### src/design/stq_pkg.sv
// shared types and constants for the sorted timer queue
package stq_pkg;
  localparam int NumTimers = 16;
  localparam int TickBits  = 32;
  localparam int IdxW      = $clog2(NumTimers);
  localparam int CntW      = $clog2(NumTimers + 1);

  typedef enum logic [2:0] {
    ACT_TICK   = 3'd0,
    ACT_INIT   = 3'd1,
    ACT_START  = 3'd2,
    ACT_STOP   = 3'd3,
    ACT_RESET  = 3'd4,
    ACT_CHPER  = 3'd5,
    ACT_DELETE = 3'd6,
    ACT_NONE   = 3'd7
  } action_e;

  typedef struct packed {
    action_e             action;
    logic [IdxW-1:0]     idx;
    logic [TickBits-1:0] value;
    logic                periodic;
  } cmd_t;
endpackage

### src/design/stq_front.sv
// front end: accepts commands, drops ignored ones, feeds a two-entry queue
module stq_front import stq_pkg::*; (
  input  logic        clk_i,
  input  logic        rst_ni,
  input  logic        start,
  input  logic [2:0]  action_i,
  input  logic [3:0]  timer_index_i,
  input  logic [31:0] value_i,
  input  logic        periodic_i,
  output logic        busy,
  input  logic        pop_i,
  output logic        valid_o,
  output cmd_t        cmd_o
);
  cmd_t       mem_q [2];
  logic [1:0] cnt_q;
  logic       wptr_q, rptr_q;
  logic       push, keep;
  cmd_t       c;

  assign busy    = (cnt_q == 2'd2);
  assign valid_o = (cnt_q != 2'd0);
  assign cmd_o   = mem_q[rptr_q];

  always_comb begin
    c.action   = action_e'(action_i);
    c.idx      = timer_index_i[IdxW-1:0];
    c.value    = TickBits'(value_i);
    c.periodic = periodic_i;
    keep = (c.action != ACT_NONE) &&
           ((c.action == ACT_TICK) || ({28'd0, timer_index_i} < NumTimers));
  end

  assign push = start && !busy && keep;
  wire pop = pop_i && valid_o;

  always_ff @(posedge clk_i) begin
    if (push) mem_q[wptr_q] <= c;
  end

  always_ff @(posedge clk_i or negedge rst_ni) begin
    if (!rst_ni) begin
      cnt_q <= '0; wptr_q <= 1'b0; rptr_q <= 1'b0;
    end else begin
      if (push) wptr_q <= ~wptr_q;
      if (pop) rptr_q <= ~rptr_q;
      cnt_q <= cnt_q + {1'b0, push} - {1'b0, pop};
    end
  end
endmodule

### src/design/stq_back.sv
// back end: timer state, command execution and ordered expiry scan
module stq_back import stq_pkg::*; (
  input  logic            clk_i,
  input  logic            rst_ni,
  input  logic            valid_i,
  input  cmd_t            cmd_i,
  output logic            pop_o,
  output logic            fire_o,
  output logic [3:0]      fired_index_o,
  output logic            fired_periodic_o,
  output logic            last_o,
  output logic            idle_o
);
  typedef enum logic [2:0] {
    S_IDLE = 3'b001,
    S_SCAN = 3'b010,
    S_EMIT = 3'b100
  } state_e;

  state_e              state_q, state_d;
  logic [TickBits-1:0] now_q;
  logic [TickBits-1:0] dl_q  [NumTimers];
  logic [TickBits-1:0] per_q [NumTimers];
  logic [NumTimers-1:0] per_type_q, run_q, done_q;
  logic [IdxW-1:0]     sidx_q, best_q;
  logic                found_q;
  logic [CntW-1:0]     nfire_q;
  logic                has_prev_q;
  logic [IdxW-1:0]     prev_q;
  logic                elig, better;

  assign pop_o  = (state_q == S_IDLE) && valid_i;
  assign idle_o = (state_q == S_IDLE);

  always_comb begin
    elig   = run_q[sidx_q] && !done_q[sidx_q] && (dl_q[sidx_q] <= now_q);
    better = elig && (!found_q || dl_q[sidx_q] < dl_q[best_q]);
  end

  always_comb begin
    state_d = state_q;
    case (state_q)
      S_IDLE: if (pop_o && cmd_i.action == ACT_TICK) state_d = S_SCAN;
      S_SCAN: if (sidx_q == IdxW'(NumTimers - 1)) begin
        state_d = S_EMIT;
      end
      S_EMIT: begin
        if (found_q && nfire_q != CntW'(NumTimers)) state_d = S_SCAN;
        else state_d = S_IDLE;
      end
      default: state_d = S_IDLE;
    endcase
  end

  always_ff @(posedge clk_i or negedge rst_ni) begin
    if (!rst_ni) begin
      state_q <= S_IDLE; now_q <= '0; per_type_q <= '0; run_q <= '0;
      done_q <= '0; sidx_q <= '0; best_q <= '0; found_q <= 1'b0;
      nfire_q <= '0; has_prev_q <= 1'b0; prev_q <= '0;
      fire_o <= 1'b0; fired_index_o <= '0; fired_periodic_o <= 1'b0; last_o <= 1'b0;
      for (int i = 0; i < NumTimers; i++) begin
        dl_q[i] <= '0; per_q[i] <= '0;
      end
    end else begin
      state_q <= state_d;
      fire_o  <= 1'b0;
      case (state_q)
        S_IDLE: if (pop_o) begin
          case (cmd_i.action)
            ACT_TICK: begin
              now_q <= now_q + 1'b1;
              done_q <= '0; sidx_q <= '0; found_q <= 1'b0;
              nfire_q <= '0; has_prev_q <= 1'b0;
            end
            ACT_INIT: begin
              per_q[cmd_i.idx] <= cmd_i.value; dl_q[cmd_i.idx] <= cmd_i.value;
              per_type_q[cmd_i.idx] <= cmd_i.periodic; run_q[cmd_i.idx] <= 1'b0;
            end
            ACT_START: begin
              dl_q[cmd_i.idx] <= now_q + per_q[cmd_i.idx];
              run_q[cmd_i.idx] <= 1'b1;
            end
            ACT_STOP, ACT_DELETE: run_q[cmd_i.idx] <= 1'b0;
            ACT_RESET:
              if (run_q[cmd_i.idx]) dl_q[cmd_i.idx] <= now_q + per_q[cmd_i.idx];
            ACT_CHPER: begin
              per_q[cmd_i.idx] <= cmd_i.value;
              if (run_q[cmd_i.idx]) dl_q[cmd_i.idx] <= now_q + cmd_i.value;
            end
            default: ;
          endcase
        end
        S_SCAN: begin
          if (better) begin
            best_q <= sidx_q; found_q <= 1'b1;
          end
          sidx_q <= sidx_q + 1'b1;
        end
        S_EMIT: begin
          sidx_q <= '0; found_q <= 1'b0;
          if (found_q && nfire_q != CntW'(NumTimers)) begin
            // emit the previous pick, now known not to be last
            if (has_prev_q) begin
              fire_o <= 1'b1; fired_index_o <= 4'(prev_q);
              fired_periodic_o <= per_type_q[prev_q]; last_o <= 1'b0;
            end
            done_q[best_q] <= 1'b1;
            prev_q <= best_q; has_prev_q <= 1'b1;
            nfire_q <= nfire_q + 1'b1;
            if (per_type_q[best_q]) dl_q[best_q] <= now_q + per_q[best_q];
            else run_q[best_q] <= 1'b0;
          end else begin
            if (has_prev_q) begin
              fire_o <= 1'b1; fired_index_o <= 4'(prev_q);
              fired_periodic_o <= per_type_q[prev_q]; last_o <= 1'b1;
            end
          end
        end
        default: ;
      endcase
    end
  end
endmodule

### src/design/sorted_timer_queue_top.sv
// top level of the sorted timer queue
//  channel | direction | handshake
//  command | in        | start / busy
//  expiry  | out       | fire_o strobe, one cycle, no stall
// a command is queued when accepted and executed once the back end is idle and pops it.
// a tick holds the back end while it scans: one compare per cycle over all
// timers, then an emit step, for each pick.
// reset stops all timers and zeroes the time count.
// busy rises when the two-entry command queue is full.
module sorted_timer_queue_top import stq_pkg::*; (
  input  logic        clk_i,
  input  logic        rst_ni,
  input  logic        start,
  output logic        busy,
  input  logic [2:0]  action_i,
  input  logic [3:0]  timer_index_i,
  input  logic [31:0] value_i,
  input  logic        periodic_i,
  output logic        fire_o,
  output logic [3:0]  fired_index_o,
  output logic        fired_periodic_o,
  output logic        last_o
);
  logic pop, vld, idle;
  cmd_t cmd;

  stq_front u_front (
    .clk_i, .rst_ni, .start, .action_i, .timer_index_i, .value_i, .periodic_i,
    .busy, .pop_i(pop), .valid_o(vld), .cmd_o(cmd)
  );

  stq_back u_back (
    .clk_i, .rst_ni, .valid_i(vld), .cmd_i(cmd), .pop_o(pop),
    .fire_o, .fired_index_o, .fired_periodic_o, .last_o, .idle_o(idle)
  );

`ifndef SYNTHESIS
  a_pop_valid: assert property (@(posedge clk_i) disable iff (!rst_ni)
    pop |-> vld) else $error("pop without beat");
  a_fire_busy: assert property (@(posedge clk_i) disable iff (!rst_ni)
    fire_o |-> $past(!idle)) else $error("fire while idle");
  a_last_ends: assert property (@(posedge clk_i) disable iff (!rst_ni)
    (fire_o && last_o) |=> !fire_o) else $error("fire after last");
`endif
endmodule

### config.mk
export PLATFORM = sky130hd
export DESIGN_NAME = sorted_timer_queue_top
export DESIGN_NICKNAME = d
export VERILOG_FILES = /design/src/design/stq_pkg.sv /design/src/design/stq_front.sv /design/src/design/stq_back.sv /design/src/design/sorted_timer_queue_top.sv
export SDC_FILE = /design/constraint.sdc
export NUM_CORES = 2
export LEC_CHECK = 0
export BUFFER_PORTS_ARGS = -buffer_cell sky130_fd_sc_hd__buf_2
export CAP_MARGIN = 5
export CELL_PAD_IN_SITES_DETAIL_PLACEMENT = 0
export CELL_PAD_IN_SITES_GLOBAL_PLACEMENT = 1
export CORE_MARGIN = 2
export CORE_UTILIZATION = 58
export CTS_CLUSTER_DIAMETER = 80
export DETAILED_ROUTE_END_ITERATION = 6
export PLACE_DENSITY_LB_ADDON = 0.2
export SLEW_MARGIN = 20
export SYNTH_ARGS = -nofsm -noshare
export SYNTH_HDL_FRONTEND = slang
export SYNTH_HIERARCHICAL = 1
export SYNTH_SLANG_ARGS = --single-unit
export TNS_END_PERCENT = 50
### constraint.sdc
create_clock -name clk_i -period 15.6 [get_ports clk_i]
set_input_delay 0.78 -clock clk_i [delete_from_list [all_inputs] [get_ports clk_i]]
set_output_delay 0.78 -clock clk_i [all_outputs]
set_load 0.02 [all_outputs]
==> results.json <==
{
  "swShare_pct": 44.08,
  "core_mm2": 0.1261,
  "tightest_slew_ns": 1.309,
  "drt-total-wl_um": 305100,
  "cts_tree": "built",
  "gr-total-overflow": 0,
  "clock_skew_ns": 0.02677,
  "holdBufCountCts": 0,
  "required_ns": 16.25,
  "vias": 61340,
  "die_h_um": 360.9,
  "viasPerCell": 7.900,
  "ctsHtreeMaxLevel": 4,
  "dr.pass1.iters": 7,
  "async_reset_ff_share_pct": 93.43,
  "power_frac_comb_pct": 48.9,
  "drc": 156,
  "area_delta_synth_final_pct": 9.759,
  "grt_pass1_wl_um": 437300,
  "p_int_uw": 8934,
  "violations": "design-rule violations",
  "fin_crit_sh_pct": 47.47,
  "postLayoutCellArea_mm2": 0.08107,
  "synth.distinct_cells": 112,
  "cts-root-buf": "clkbuf_16",
  "ir_drop_mv": 0.1741,
  "fmax_mhz": 135.0,
  "hold_violations": 0,
  "clk_pin_slew_ns": 0.07,
  "io_pins": 51,
  "dieArea_mm2": 0.1302,
  "grtUsageTotal_pct": 47.02,
  "final_net_count": 6188,
  "ys.flop_type": "dfrtp_1",
  "p_leak_uw": 0.03325,
  "end_kind": "flop",
  "clk_latency_ns": 0.81,
  "antenna_found_initial": 20,
  "initial_utilization_pct": 58.59,
  "io_buffers": 50,
  "drt-initial-drc-count": 9868,
  "die_w_um": 360.9,
  "synth_nets": 6291,
  "worstSetupPathType": "reg2reg",
  "post-cts-setup-buffers": 0,
  "wl_per_cell_um": 39.29,
  "hold_class": "in2async",
  "yosys_warnings": 6,
  "place_area_mm2": 0.07624,
  "grt_max_degree": 156,
  "p_sw_uw": 7044,
  "cap_viol_max_count": 0,
  "drive_above_1_share_pct": 30.75,
  "fillCellCount": 9594,
  "tns_ns": 0,
  "clockPowerShare_pct": 21.2,
  "cts.sinks": 1217,
  "antenna_left": 0,
  "synth_cells": 6083,
  "dpl.hpwl_um": 198500,
  "avgSynthCellArea_um2": 12.14,
  "synth-seq-cells": 1217,
  "yosysSeqAreaShare_pct": 41.78,
  "max_slew_margin_pct": 12.42,
  "rsz0062_at_grt": "no",
  "final_common_cell": "dfrtp_1",
  "seqPwrFrac_pct": 29.8,
  "finalCriticalPeriod_ns": 7.406,
  "cp-start-kind": "flop",
  "synth_area_mm2": 0.07386,
  "gp_congestion": 1.072,
  "cp.arrival_ns": 8.06,
  "numCtsBuffers": 140,
  "grt_pass1_vias": 59960,
  "post_cts_resize_count": 0,
  "critPathMaxFanout": 55,
  "r2r_slack_ns": 8.19,
  "synth_edf_count": 80,
  "maxSlewViolCount": 0,
  "setup_viol": 0,
  "status": "complete, but fails checks",
  "num_rows": 130,
  "final_util_pct": 64.31,
  "clk_path_buf_depth": 3,
  "powerDensity_mw_per_mm2": 197.1,
  "layout_common_cells": "1127 x dfrtp_1, 651 x mux4_2, 536 x mux2_2"
}
state kept, by name (all words and copies together), names as in the netlist, named ones only:
name,flops
u_back/fired_periodic_o,1
u_front/rptr_q,1
u_back/dl_q,512
u_back/per_q,512
u_back/sidx_q,4
u_back/has_prev_q,1
u_back/nfire_q,5
u_back/best_q,4
u_back/fire_o,1
u_back/found_q,1
u_back/per_type_q,16
u_back/done_q,16
u_front/mem_q,80
u_front/cnt_q,2
u_back/prev_q,4
u_back/state_q,3
u_back/now_q,32
u_front/wptr_q,1
u_back/last_o,1
u_back/fired_index_o,4
synth_stat cells (24+ instances only):
| cell type | count | share of area, % |
|---|---|---|
| dfrtp_1 | 1136 | 38 |
| mux4_2 | 651 | 20 |
| nand2_1 | 539 | 2.7 |
| mux2_2 | 536 | 8.2 |
| o21ai_0 | 419 | 2.8 |
| nor2_1 | 320 | 1.6 |
| clkbuf_1 | 312 | 1.6 |
| a22oi_1 | 242 | 2.5 |
| o221ai_1 | 176 | 2.1 |
| a21oi_1 | 173 | 1.2 |
| ha_1 | 162 | 2.7 |
| buf_1 | 105 | 0.53 |
| nand3_1 | 100 | 0.68 |
| inv_1 | 98 | 0.50 |
| edfxtp_1 | 80 | 3.3 |
| xnor2_1 | 74 | 0.88 |
| buf_2 | 72 | 0.49 |
| nor3_1 | 72 | 0.49 |
| a21o_1 | 46 | 0.47 |
| a22o_1 | 44 | 0.52 |
| mux2_4 | 39 | 0.79 |
| a32oi_1 | 38 | 0.45 |
| o22ai_1 | 37 | 0.31 |
| xor2_1 | 36 | 0.43 |
| a221oi_1 | 34 | 0.40 |
| nand4_1 | 34 | 0.29 |
| o21ai_1 | 33 | 0.22 |
| o211ai_1 | 25 | 0.25 |
| a31oi_1 | 24 | 0.20 |
path summary, 6_finish.rpt:
kind | startpoint | end | depth (start not counted)
max | u_front/rptr_q$_DFFE_PN0P_ | u_back/dl_q[380]$_DFFE_PN0P_ | 15
min | rst_ni | u_back/dl_q[21]$_DFFE_PN0P_ | 1
max reg2reg | u_front/rptr_q$_DFFE_PN0P_ | u_back/dl_q[380]$_DFFE_PN0P_ | 15
min reg2reg | u_back/done_q[7]$_DFFE_PN0P_ | u_back/done_q[7]$_DFFE_PN0P_ | 2
max in group asynchronous | rst_ni | u_back/sidx_q[0]$_DFFE_PN0P_ | 4
min in group clk_i | value_i[23] | u_front/mem_q[1][24]$_DFFE_PP_ | 1
power groups by stage:
stage	sequential, uW	combinational [uW]	clock, uW
5_1_grt	4850	8070	3540
6_report	4770	7820	3390
3_3_place_gp	4710	7320	0
4_1_cts	4730	7460	3400
3_5_place_dp	4770	7430	0
2_1_floorplan	4440	5090	0
kinds of logic (layout without fill, tap and decap cells):
kind of cell / after synthesis / count (layout) / share of synthesized area [%]
other: 0 / 19 / 0
AOI/OAI and AO/OA: 1513 / 1513 / 14.23
buffers and inverters: 606 / 618 / 3.341
adders and majority gates: 165 / 165 / 2.826
DFF: 1217 / 1217 / 41.78
xor gates and xnor gates: 111 / 111 / 1.326
muxes: 1245 / 1245 / 29.15
and+or+nand+nor: 1226 / 1226 / 7.356
through the flow:
| stage | worst slack [ns] | instances | power, uW | hold WS (ns) |
|---|---|---|---|---|
| after floorplan | 9.909 | 6083 | 9524 | 0.4508 |
| after global placement | 8.150 | 7483 | 12030 | 0.4711 |
| after detailed placement | 8.140 | 7483 | 12200 | 0.4825 |
| after CTS | 8.121 | 7740 | 15580 | 0.06272 |
| after global routing | 7.676 | 7747 | 16450 | 0.1044 |
| final | 8.194 | 7764 | 15980 | 0.03145 |
layout make-up:
cell class                      count  area [um^2]  share of cell area [%]
Antenna cell                       19        47.55                 0.05865
Clock buffer                      195         4011                   4.948
Clock inverter                     62        640.6                  0.7902
Inverter                           98        367.9                  0.4538
Multi-Input combinational cell   4260        41080                   50.67
Sequential cell                  1217        30880                   38.09
Tap cell                         1650         2064                   2.547
Timing Repair Buffer              263         1977                   2.439
critical path, cell delays in order (launching register included):
cell       delay, ns
dfrtp_2         0.45
mux2_8          0.68
buf_4           0.84
buf_4           0.86
mux4_2          0.60
mux4_2          0.50
ha_1            0.40
a21oi_1         0.23
o21ai_1         0.13
or2_2           0.29
a2111oi_0       0.39
nor2_1          0.16
a311oi_2        0.38
mux2i_1         0.22
a211oi_4        0.69
o311ai_0        0.25
metal layers:
layer | routed length, um | GRT usage [%]
met2 | 130000 | 67.04
met4 | 28210 | 34.23
met3 | 41330 | 18.39
met5 | 384 | 1.221
met1 | 105100 | 58.24
No activity file was read; power rests on OpenSTA's default activity.
